--- config.mk ---
export PLATFORM = sky130hd
export DESIGN_NAME = integer_to_ascii_digits
export DESIGN_NICKNAME = d
export VERILOG_FILES = /design/src/rtl/core/iad_pkg.sv /design/src/rtl/core/integer_to_ascii_digits.sv /design/src/rtl/core/iad_ctrl.sv /design/src/rtl/core/iad_datapath.sv
export SDC_FILE = /design/constraint.sdc
export NUM_CORES = 1
export LEC_CHECK = 0
export BUFFER_PORTS_ARGS = -buffer_cell sky130_fd_sc_hd__buf_4
export CAP_MARGIN = 30
export CORE_AREA = 2 2 162 196
export CTS_BUF_LIST = sky130_fd_sc_hd__clkbuf_8
export CTS_CLUSTER_SIZE = 10
export DETAILED_ROUTE_END_ITERATION = 10
export DIE_AREA = 0 0 164 198
export GPL_ROUTABILITY_DRIVEN = 0
export GPL_TIMING_DRIVEN = 0
export PLACE_DENSITY_LB_ADDON = 0.1
export SETUP_SLACK_MARGIN = 0.02
export SLEW_MARGIN = 20
export SYNTH_ARGS = -nofsm -noshare
export SYNTH_HDL_FRONTEND = slang
export SYNTH_SLANG_ARGS = --single-unit
--- constraint.sdc ---
create_clock -name clk_i -period 14.2 [get_ports clk_i]
set_input_delay 4.26 -clock clk_i [delete_from_list [all_inputs] [get_ports clk_i]]
set_output_delay 4.26 -clock clk_i [all_outputs]
set_load 0.01 [all_outputs]
--- src/rtl/core/iad_pkg.sv ---
// package: types, constants and helpers shared by the integer to ascii digits block
package iad_pkg;

  localparam int unsigned DIGIT_SLOTS   = 20;
  localparam int unsigned HEX_DIGITS    = 16;
  localparam int unsigned VALUE_W       = 64;
  localparam int unsigned BCD_W         = 4 * DIGIT_SLOTS;
  localparam int unsigned ACC_W         = BCD_W + VALUE_W;
  localparam int unsigned BITS_PER_STEP = 4;
  localparam int unsigned CONV_STEPS    = VALUE_W / BITS_PER_STEP;
  localparam int unsigned CNT_W         = $clog2(DIGIT_SLOTS + 1);
  localparam int unsigned STEP_W        = $clog2(CONV_STEPS);

  localparam logic [1:0] MODE_UNSIGNED = 2'd0;
  localparam logic [1:0] MODE_SIGNED   = 2'd1;
  localparam logic [1:0] MODE_HEX      = 2'd2;

  localparam logic [7:0] CHAR_MINUS = 8'h2D;
  localparam logic [7:0] CHAR_H     = 8'h48;

  typedef struct packed {
    logic [1:0]         mode;
    logic [VALUE_W-1:0] value;
  } iad_in_t;

  typedef struct packed {
    logic [7:0]       out_char;
    logic             last;
    logic [CNT_W-1:0] char_count;
  } iad_out_t;

  typedef enum logic [2:0] {
    ST_IDLE,
    ST_CONV,
    ST_SKIP,
    ST_SIGN,
    ST_DIGIT,
    ST_SUFFIX
  } iad_state_e;

  typedef enum logic [1:0] {
    SEL_SIGN,
    SEL_DIGIT,
    SEL_SUFFIX
  } char_sel_e;

  typedef struct packed {
    logic      load;
    logic      conv;
    logic      shift;
    logic      emit;
    char_sel_e sel;
    logic      last;
  } iad_cmd_t;

  typedef struct packed {
    logic top_zero;
    logic cnt_one;
    logic conv_last;
    logic neg;
    logic hex;
  } iad_status_t;

  // digit value to upper-case ascii
  function automatic logic [7:0] digit_char(input logic [3:0] d);
    logic [7:0] c;
    unique case (d)
      4'h0: c = 8'h30;
      4'h1: c = 8'h31;
      4'h2: c = 8'h32;
      4'h3: c = 8'h33;
      4'h4: c = 8'h34;
      4'h5: c = 8'h35;
      4'h6: c = 8'h36;
      4'h7: c = 8'h37;
      4'h8: c = 8'h38;
      4'h9: c = 8'h39;
      4'hA: c = 8'h41;
      4'hB: c = 8'h42;
      4'hC: c = 8'h43;
      4'hD: c = 8'h44;
      4'hE: c = 8'h45;
      default: c = 8'h46;
    endcase
    return c;
  endfunction

endpackage

--- src/rtl/core/integer_to_ascii_digits.sv ---
// top level: 64-bit integer to ascii text converter, one character per cycle
//
//   channel  | handshake                 | payload
//   ---------+---------------------------+-------------------------------------
//   item in  | start high, busy low      | item_i   : mode, value
//   chars out| result_valid_o, 1 cycle   | result_o : out_char, last, char_count
//
// an item is taken at an edge with start high and busy low; busy then stays high
// until the last character is registered for output
// decimal: a shift-add-3 conversion pass (four bits a cycle), then a skip of each
// leading zero digit of the 20-digit bcd word, then the characters, with a sign
// first if negative; hex: the same without the conversion pass
// the characters leave through a register, one per cycle, and cannot be held off
// the last character shows in the same cycle in which busy falls, so the next item can be
// taken then; reset clears only control state
module integer_to_ascii_digits (
  input  logic              clk_i,
  input  logic              rst_ni,
  input  logic              start,
  output logic              busy,
  input  iad_pkg::iad_in_t  item_i,
  output logic              result_valid_o,
  output iad_pkg::iad_out_t result_o
);

  // commands from the controller, status back from the datapath
  iad_pkg::iad_cmd_t    cmd;
  iad_pkg::iad_status_t status;

  iad_ctrl u_ctrl (
    .clk_i    (clk_i),
    .rst_ni   (rst_ni),
    .start    (start),
    .status_i (status),
    .cmd_o    (cmd),
    .busy     (busy)
  );

  iad_datapath u_datapath (
    .clk_i          (clk_i),
    .rst_ni         (rst_ni),
    .item_i         (item_i),
    .cmd_i          (cmd),
    .status_o       (status),
    .result_valid_o (result_valid_o),
    .result_o       (result_o)
  );

endmodule

--- src/rtl/core/iad_ctrl.sv ---
// controller: sequences load, conversion, zero skip and character emission
module iad_ctrl (
  input  logic                 clk_i,
  input  logic                 rst_ni,
  input  logic                 start,
  input  iad_pkg::iad_status_t status_i,
  output iad_pkg::iad_cmd_t    cmd_o,
  output logic                 busy
);

  iad_pkg::iad_state_e state_q, state_d;

  always_ff @(posedge clk_i or negedge rst_ni) begin
    if (!rst_ni) begin
      state_q <= iad_pkg::ST_IDLE;
    end else begin
      state_q <= state_d;
    end
  end

  always_comb begin
    state_d = state_q;
    cmd_o   = '0;
    cmd_o.sel = iad_pkg::SEL_DIGIT;
    unique case (state_q)
      iad_pkg::ST_IDLE: begin
        if (start) begin
          cmd_o.load = 1'b1;
          state_d    = iad_pkg::ST_CONV;
        end
      end
      iad_pkg::ST_CONV: begin
        // hex digits are already in place
        if (status_i.hex) begin
          state_d = iad_pkg::ST_SKIP;
        end else begin
          cmd_o.conv = 1'b1;
          if (status_i.conv_last) state_d = iad_pkg::ST_SKIP;
        end
      end
      iad_pkg::ST_SKIP: begin
        if (status_i.top_zero && !status_i.cnt_one) begin
          cmd_o.shift = 1'b1;
        end else if (status_i.neg) begin
          state_d = iad_pkg::ST_SIGN;
        end else begin
          state_d = iad_pkg::ST_DIGIT;
        end
      end
      iad_pkg::ST_SIGN: begin
        cmd_o.emit = 1'b1;
        cmd_o.sel  = iad_pkg::SEL_SIGN;
        state_d    = iad_pkg::ST_DIGIT;
      end
      iad_pkg::ST_DIGIT: begin
        cmd_o.emit  = 1'b1;
        cmd_o.shift = 1'b1;
        cmd_o.last  = status_i.cnt_one && !status_i.hex;
        if (status_i.cnt_one) begin
          state_d = status_i.hex ? iad_pkg::ST_SUFFIX : iad_pkg::ST_IDLE;
        end
      end
      iad_pkg::ST_SUFFIX: begin
        cmd_o.emit = 1'b1;
        cmd_o.sel  = iad_pkg::SEL_SUFFIX;
        cmd_o.last = 1'b1;
        state_d    = iad_pkg::ST_IDLE;
      end
      default: begin
        state_d = iad_pkg::ST_IDLE;
      end
    endcase
  end

  assign busy = (state_q != iad_pkg::ST_IDLE);

endmodule

--- src/rtl/core/iad_datapath.sv ---
// datapath: magnitude, shift-add-3 bcd conversion, digit shifter and result register
module iad_datapath (
  input  logic                 clk_i,
  input  logic                 rst_ni,
  input  iad_pkg::iad_in_t     item_i,
  input  iad_pkg::iad_cmd_t    cmd_i,
  output iad_pkg::iad_status_t status_o,
  output logic                 result_valid_o,
  output iad_pkg::iad_out_t    result_o
);

  logic [iad_pkg::BCD_W-1:0]   bcd_q, bcd_d;
  logic [iad_pkg::VALUE_W-1:0] bin_q, bin_d;
  logic [iad_pkg::CNT_W-1:0]   cnt_q, cnt_d;
  logic [iad_pkg::STEP_W-1:0]  step_q, step_d;
  logic [iad_pkg::CNT_W-1:0]   emitted_q, emitted_d;
  logic                        neg_q, neg_d;
  logic                        hex_q, hex_d;
  iad_pkg::iad_out_t           out_q, out_d;
  logic                        valid_q;

  logic                        in_neg;
  logic                        in_hex;
  logic [iad_pkg::VALUE_W-1:0] mag;
  logic [iad_pkg::ACC_W-1:0]   dabble;
  logic [7:0]                  ch;

  assign in_neg = (item_i.mode == iad_pkg::MODE_SIGNED) && item_i.value[iad_pkg::VALUE_W-1];
  assign in_hex = (item_i.mode == iad_pkg::MODE_HEX);
  assign mag    = in_neg ? (~item_i.value + 1'b1) : item_i.value;

  // four shift-add-3 steps per cycle
  always_comb begin
    dabble = {bcd_q, bin_q};
    for (int s = 0; s < iad_pkg::BITS_PER_STEP; s++) begin
      for (int d = 0; d < iad_pkg::DIGIT_SLOTS; d++) begin
        if (dabble[iad_pkg::VALUE_W + 4*d +: 4] >= 4'd5) begin
          dabble[iad_pkg::VALUE_W + 4*d +: 4] = dabble[iad_pkg::VALUE_W + 4*d +: 4] + 4'd3;
        end
      end
      dabble = dabble << 1;
    end
  end

  always_comb begin
    bcd_d     = bcd_q;
    bin_d     = bin_q;
    cnt_d     = cnt_q;
    step_d    = step_q;
    neg_d     = neg_q;
    hex_d     = hex_q;
    emitted_d = emitted_q;
    if (cmd_i.load) begin
      neg_d     = in_neg;
      hex_d     = in_hex;
      step_d    = '0;
      emitted_d = '0;
      if (in_hex) begin
        bcd_d = {item_i.value, {(iad_pkg::BCD_W - iad_pkg::VALUE_W){1'b0}}};
        bin_d = '0;
        cnt_d = iad_pkg::CNT_W'(iad_pkg::HEX_DIGITS);
      end else begin
        bcd_d = '0;
        bin_d = mag;
        cnt_d = iad_pkg::CNT_W'(iad_pkg::DIGIT_SLOTS);
      end
    end else begin
      if (cmd_i.conv) begin
        {bcd_d, bin_d} = dabble;
        step_d         = step_q + 1'b1;
      end
      if (cmd_i.shift) begin
        bcd_d = bcd_q << 4;
        cnt_d = cnt_q - 1'b1;
      end
      if (cmd_i.emit) begin
        emitted_d = emitted_q + 1'b1;
      end
    end
  end

  always_comb begin
    unique case (cmd_i.sel)
      iad_pkg::SEL_SIGN:   ch = iad_pkg::CHAR_MINUS;
      iad_pkg::SEL_SUFFIX: ch = iad_pkg::CHAR_H;
      default:             ch = iad_pkg::digit_char(bcd_q[iad_pkg::BCD_W-1 -: 4]);
    endcase
    out_d.out_char   = ch;
    out_d.last       = cmd_i.last;
    out_d.char_count = cmd_i.last ? (emitted_q + 1'b1) : '0;
  end

  always_ff @(posedge clk_i or negedge rst_ni) begin
    if (!rst_ni) begin
      valid_q <= 1'b0;
    end else begin
      valid_q <= cmd_i.emit;
    end
  end

  always_ff @(posedge clk_i) begin
    bcd_q     <= bcd_d;
    bin_q     <= bin_d;
    cnt_q     <= cnt_d;
    step_q    <= step_d;
    neg_q     <= neg_d;
    hex_q     <= hex_d;
    emitted_q <= emitted_d;
    if (cmd_i.emit) begin
      out_q <= out_d;
    end
  end

  assign status_o.top_zero  = (bcd_q[iad_pkg::BCD_W-1 -: 4] == 4'd0);
  assign status_o.cnt_one   = (cnt_q == iad_pkg::CNT_W'(1));
  assign status_o.conv_last = (step_q == iad_pkg::STEP_W'(iad_pkg::CONV_STEPS - 1));
  assign status_o.neg       = neg_q;
  assign status_o.hex       = hex_q;

  assign result_valid_o = valid_q;
  assign result_o       = out_q;

endmodule

* After elaboration in Yosys (flattened, before gate mapping) *
Memories as Yosys holds them, arrays and structs flattened. A register that Yosys moved wholly into a read port is not among the register bits.
Index checks and enable logic that the tools add are counted.
Widths: inputs -> output; s select.

word-level totals
  memories kept = 1
  input bits = 69
  output and inout bits = 16
  logic and storage cells = 316
  ROM bits = 112
  register bits after elaboration = 178

cells by class
  $lt $le $gt $ge = 80
  reductions and logical operators = 14
  equal/unequal tests = 14
  $add $sub $neg = 84
  mux-type cells = 110
  bitwise logic cells = 1

memories
  memory            words  bits a word  rd ports  clocked after Yosys merged registers in  write ports  line           source
  (name not given)  16     7            1         1                                        0            iad_pkg.sv:67  unique case (d)

operators with widths
  operator               count
  $ge 4x3->1 const B     80
  $mux 80                4
  $mux 4                 77
  $add 4x2->4 const B    76
  $mux 64                4
  $add 64x1->64 const B  1
  $not 64->64            1
  $mux 3                 12
  $pmux 8 s2             1
  $pmux 3 s5             1
  $add 3x2->3 const B    4
  $mux 5                 2
  $eq 3x2->1 const B     2
  $eq 3x3->1 const B     2
  $mux 1                 6
  $reduce_bool 3->1      2
  $add 5x1->5 const B    1
  $eq 5x1->1 const B     1
  $sub 5x1->5 const B    1
  $add 4x1->4 const B    1
  $eq 2x2->1 const B     2
  $eq 4x4->1 const B     1
  $logic_not 4->1        1
  $ne 2x2->1 const B     2
  other kinds (13)       18

* Longest topological paths before layout *
Gate-level depths: netlist of the first run.

  depth in word-level cells = 12
  depth in mapped cells = 25
  gate-level depth less buffers = 25

* Modules after synthesis *
Synthesis of the first run repeated with hierarchy kept, for this count alone.

unflattened totals
  cells, all modules = 1967
  area total of the unflattened synthesis = 17695.7 um^2

by module, submodules not included
  module        times used  cells each  area an instance (um^2)
  iad_datapath  1           1932        17438.0
  iad_ctrl      1           35          257.7

* Worst setup path after synthesis of the first run *
OpenSTA, ideal clock, no wires.

  kind = input port to flip-flop
  from = input port start
  to = register (tool-made name)
  stages = 9
  required time = 14.121 ns
  library setup time = 0.079 ns
  arrival time = 7.443 ns
  slack = 6.678 ns
  cell sequence = nand3_1 inv_2 nor2_1 inv_2 nor2_1 inv_1 a31oi_1 or3_1 o211ai_1

RTL lines
  element      line                           source
  from (decl)  integer_to_ascii_digits.sv:19  input logic start,

* Worst setup path in the final report of the first run *
  from = input port item_i[14] in the netlist's numbering
  to = register u_datapath.bin_q[58] in the netlist's numbering, data pin

on the way
  cells in the longest elaborated chain, start to end = 5

RTL lines
  element                        line                           source
  from (decl)                    integer_to_ascii_digits.sv:21  input iad_pkg::iad_in_t item_i,
  $not 64->64                    iad_datapath.sv:30             assign mag = in_neg ? (~item_i.value + 1'b1) : item_i.value;
  $add 64x1->64                  iad_datapath.sv:30
  $mux 64                        iad_datapath.sv:30
  $mux 64                        iad_datapath.sv:58             if (in_hex) begin
  $mux 64                        iad_datapath.sv:53             if (cmd_i.load) begin
  via u_datapath.bin_d, one bit  iad_datapath.sv:13             logic [iad_pkg::VALUE_W-1:0] bin_q, bin_d;
  to (signal assigned)           iad_datapath.sv:103            bin_q <= bin_d;
  to (decl)                      iad_datapath.sv:13

The timed path passes the listed nets, and every way through them passes these cells.
A chain may end at the register's enable or synchronous reset.

==> run metrics, run 1 <==
crit path from item_i[14]; vias in the first global route 15529; post-layout min period between 7000 and 8000 ps; later-pin clock latency in the skew report 480 ps; commonest cells in the netlist o21ai_0, nor2_1, nand2_1, inv_1, edfxtp_1; dpl hpwl 36.86 mm; initial antenna violation count 2; CTS Hold Bufs 0; final setup vio count 0; status completed; total clock sinks around 180; Cell Area, Synth 18120 um2; gr usage total 29.36%; CTS clk-pin slew, worst paths 100 ps; Data arrival, critical path ~7400 ps; Period Utilization, post-route 50.94%; critical path type in2reg; fillcell total 2744; Routed WL per cell 18.01 um; Post-synth EDFFs 164; Core Area about 31000 um2; largest cells by area after synthesis edfxtp_1, ha_1, o21ai_0; R2R Path Start u_datapath.bcd_q[76]; Seq/Total Area, Yosys 29.39%; nets between 2000 and 2500; first-pass GRT wire length about 76 mm; syn nets 2375; CTS resizes 0; worst-margin pin slew 1062 ps; Port Buffer Count 83; Die W 164 um; worst hold start u_datapath.emitted_q[1]; die height 198 um; setup TNS 0 ps; top_reg_cell synth edfxtp_1; Routed Antenna Nets 0; Syn-to-layout area delta 8.806%; skew final between 15 and 20 ps; drt pass-1 iters 6; n_diodes 0; grt ovf 0; area share of the largest cell type after synthesis 27.18%; Clock Root Buffer clkbuf_8; Distinct cells, synth 89; startpoint types primary input; # placed instances 2633; Slew headroom 29.19%; clock tree buffer depth 2; number of synthesis warnings 0; #FFs+latches synth 183; multi-input combinational cell area 11910 um2; starting density of the core 58.77%; Post-Layout Cell Count about 2700; Cells after Synth 2147; io pins 85; drt via density 6.107; drt drc 0; area leader, netlist edfxtp_1; FF+latch area roughly 5300 um2; Die ar. approximately 32000 um2; Setup Buffers After CTS 0; Rows 71; Max Clk Rate about 140 MHz; most common cell in the synthesized netlist o21ai_0; number of max-cap violations 0; final wirelength a little under 50 mm; Hold WS 489.7 ps; Worst setup EP type flop; Num CTS Buffers 17; Fin. Hold Viols 0; layout cells sized above 1 10.07%; Slew Viols, Final 0; DR iter-0 viols 1416; CP required 14410 ps; syn_area_per_cell 8.438 um2; Crit Path Max Fanout 7; RSZ-0062 raised after global routing false; Hold Path Class reg2reg; CTS tree built; via count 16276; CTS H-tree lvls 4; ys async rst share between 2 and 2.5%; largest net degree at the start of global routing 54
critical path, stage by stage:
cell and delay [ps]:
buf_4 140, or4_4 560, or4b_4 530, nor4_4 300
nand2_1 330, nor4_1 450, nand2_1 150, nor3_2 260
a21oi_1 130, xnor2_1 220, o21ai_0 100
final timing paths:
path | end | slack [ps] | cells past startpoint
setup / recovery | u_datapath.bin_q[58] | 6970 | 11
hold / removal | u_datapath.emitted_q[1] | 490 | 2
setup reg to reg | flop | 8130 | 24
hold reg to reg | u_datapath.emitted_q[1] | 490 | 2
max in group asynchronous | u_ctrl.state_q[0] | 10550 | 1
min in group asynchronous | u_ctrl.state_q[2] | 3550 | 1
placed cells by master (no fill, tap or decap), types with 15 or more instances in the layout:
cell      instances
o211ai_1         19
edfxtp_1        164
nand3_1          32
buf_4            85
xnor2_1          91
a31oi_1          24
xor2_1           50
mux2i_1          84
clkbuf_1         53
nor3_1           23
o31ai_1          23
a211oi_1         38
and2_1           37
nand2_1         173
nor3b_1          32
nor2_1          183
a21o_1           17
o21ai_0         225
mux2_2           49
nand2b_1         64
nor2b_1          41
clkbuf_8         18
a21oi_1         159
ha_1            159
inv_1           168
a211o_1          27
dfxtp_1          15
routing by layer:
metal,vias to the layer above,GRT usage [%],wire [um]
met2,615,53.67,24130
li1,7905,-,-
met3,91,5.132,3685
met4,4,10.17,1405
met5,-,0,29
met1,7661,34.30,18750
sequential cells by signal, summed over array words and instances, names as in the netlist, named ones only:
| register | flops |
|---|---|
| u_datapath.hex_q | 1 |
| u_datapath.result_o | 13 |
| u_datapath.bcd_q | 80 |
| u_datapath.cnt_q | 5 |
| u_ctrl.state_q | 3 |
| u_datapath.step_q | 4 |
| u_datapath.neg_q | 1 |
| u_datapath.result_valid_o | 1 |
| u_datapath.bin_q | 64 |
| u_datapath.emitted_q | 5 |
final cells by class:
cell class              instances  area share (%)
plain buffers                  61           1.250
clock buffers                  18           1.257
clock inverters                14          0.7998
inverters                     172           3.288
multi-input cells            1731           60.40
flip-flops and latches        183           27.02
well taps                     401           2.545
repair buffers                 85           3.440
cell families after synthesis:
| kind of cell | share of synthesized area [%] |
|---|---|
| buf+inv | 4.924 |
| fa+ha+maj | 10.98 |
| flops | 29.39 |
| compound gates | 21.96 |
| mux | 7.687 |
| xor+xnor | 6.817 |
| simple gates | 18.21 |
| other cells | 0.02070 |
through the flow:
stage          instance area [um2]  utilization (%)  worst slack [ps]
2_1_floorplan                18120                -              6678
3_3_place_gp                 19240            62.42              5067
3_5_place_dp                 19310            62.63              6581
4_1_cts                      19710            63.94              7071
5_1_grt                      19710            63.94              6880
6_report                     19710            63.94              6967
Power of run 1 is left out: the tool's default activity adds up to more than one toggle a clock period on the data nets, which glitch-free logic cannot reach.
==> inputs of run 2 (changes only) <==
--- a/config.mk
+++ b/config.mk
@@ -7,11 +7,11 @@
 export LEC_CHECK = 0
 export BUFFER_PORTS_ARGS = -buffer_cell sky130_fd_sc_hd__buf_4
 export CAP_MARGIN = 30
-export CORE_AREA = 2 2 162 196
+export CORE_AREA = 2 2 163 197
 export CTS_BUF_LIST = sky130_fd_sc_hd__clkbuf_8
 export CTS_CLUSTER_SIZE = 10
 export DETAILED_ROUTE_END_ITERATION = 10
-export DIE_AREA = 0 0 164 198
+export DIE_AREA = 0 0 165 199
 export GPL_ROUTABILITY_DRIVEN = 0
 export GPL_TIMING_DRIVEN = 0
 export PLACE_DENSITY_LB_ADDON = 0.1
==> constraint.sdc (replaced) <==
create_clock -name clk_i -period 5.83 [get_ports clk_i]
set_input_delay 1.749 -clock clk_i [delete_from_list [all_inputs] [get_ports clk_i]]
set_output_delay 1.749 -clock clk_i [all_outputs]
set_load 0.01 [all_outputs]
==> run metrics, run 2 (synthesized netlist as in run 1, its figures left out) <==
RSZ-0062 raised after global routing false; number of max-cap violations 0; fillcell total roughly 2700; die height 199 um; vias in the first global route 15616; Place WS -154.0 ps; initial antenna violation count 2; met2 usage 53.06%; Rows 71; drt drc 0; Max Clk Rate about 190 MHz; dpl hpwl 36.87 mm; drt pass-1 iters 6; Worst setup EP type flop; Slew Viols, Final 0; later-pin clock latency in the skew report about 500 ps; largest net degree at the start of global routing 48; startpoint types flop; clock tree buffer depth 2; status completed; final setup vio count 0; GRT busiest layer met2; Crit Path Max Fanout 5; most common cell after layout, fill and taps aside o21ai_0; worst r2r path cells 24; via count between 15000 and 20000; grt ovf 0; Fin. Hold Viols 0; Slew headroom 29.77%; FF+latch area 5325 um2; Period Utilization, post-route around 90%; R2R Path Start u_datapath.bcd_q[73]; Die ar. about 33000 um2; Syn-to-layout area delta 9.586%; Num CTS Buffers 17; Hold Path Class reg2reg; layout cells sized above 1 between 10% and 20%; total clock sinks 183; register with the most flip-flops u_datapath.bcd_q; met3 Track Usage GR 4.671%; M1 GR Usage between 30% and 40%; multi-input combinational cell area 11960 um2; first-pass GRT wire length between 70 and 80 mm; final wirelength 48.27 mm; crit path from u_datapath.bcd_q[73]; gr usage total 29.23%; DR iter-0 viols about 1400; CTS tree built; skew final between 15 and 20 ps; CTS Hold Bufs 0; Largest register FFs 80; setup ws final 433.6 ps; Data arrival, critical path 5800 ps; CP required 6230 ps; Die W between 150 and 200 um; nets 2484; Routed Antenna Nets 0; drt via density 6.120; Hold Path Depth 2; Port Buffer Count 83; starting density of the core 58.43%; most frequent cells in the layout o21ai_0, nor2_1, nand2_1; post-layout min period 5396 ps; CTS H-tree lvls 4; io pins 85; critical path type reg2reg; Routed WL per cell about 18 um; Clock Root Buffer clkbuf_8; r2r setup slk 430 ps; worst-margin pin slew roughly 1100 ps; CTS clk-pin slew, worst paths about 110 ps; Core Area just over 30000 um2
run 2: cell count changes in the layout (fill, tap and decap cells not counted), moves of 2 or more:
cell,before,now
buf_12,0,2
clkinv_2,0,2
buf_4,85,90
inv_4,1,3
ha_2,0,3
ha_1,159,156
bufinv_16,1,5
clkinv_4,4,2
buf_16,2,0
inv_8,3,0
run 2: critical path: stages (launching register included):
cell,delay (ps)
edfxtp_1,440
inv_1,170
ha_2,240
and2b_1,220
o21ai_0,170
or2_2,340
ha_1,190
inv_1,60
o21ai_0,110
a211oi_2,290
a2bb2o_1,380
and3_1,240
or2_2,300
ha_1,210
inv_1,80
nor2_1,80
o211ai_1,250
o311ai_4,180
o21a_1,170
o31ai_2,250
a21oi_2,130
ha_1,300
inv_1,40
or3_1,360
o211ai_1,100
run 2: layout make-up:
class / instances / area share [%]
clock inverters: 14 / 1.090
plain buffers: 61 / 1.242
well taps: 401 / 2.527
inverters: 172 / 3.265
multi-input cells: 1731 / 60.26
flip-flops and latches: 183 / 26.82
repair buffers: 90 / 3.529
clock buffers: 18 / 1.248
diodes: 1 / 0.01260
run 2: timing repair:
item / in CTS / in global routing
gates resized for setup: 4 / 9
gates cloned: 0 / 0
pin swaps: 0 / 2
endpoints found under the setup margin: 2 / 3
buffers inserted: 0 / 5
run 2: worst min-delay path by stage:
stage | from | to | slack [ps]
final | u_datapath.emitted_q[1] | u_datapath.emitted_q[1] | 480
after global routing | u_datapath.emitted_q[1] | u_datapath.emitted_q[1] | 500
after CTS | u_datapath.emitted_q[1] | u_datapath.emitted_q[1] | 480
after detailed placement | u_datapath.emitted_q[1] | u_datapath.emitted_q[1] | 470
after global placement | u_datapath.emitted_q[1] | u_datapath.emitted_q[1] | 460
after floorplan | u_datapath.emitted_q[1] | u_datapath.emitted_q[1] | 450
run 2: metrics by stage:
step | utilization [%] | instances | hold WS [ps] | cell area [um2] | TNS (ps)
after detailed placement | 62.22 | 2633 | 468.1 | 19290 | -154.0
after CTS | 63.79 | 2665 | 481.6 | 19780 | 0
after global routing | 64.03 | 2670 | 500.7 | 19850 | 0
after global placement | 62.06 | 2631 | 461.6 | 19240 | -11620
final | 64.03 | 2671 | 480.5 | 19850 | 0
after floorplan | - | 2147 | 449.1 | 18120 | 0
run 2: layer usage:
metal / share of wire [%] / vias to the layer above
met5: 0.027 / -
met2: 50 / 550
met4: 3.6 / 2
li1: - / 7907
met3: 6.2 / 96
met1: 40 / 7791
Power of run 2 is left out for the same reason.
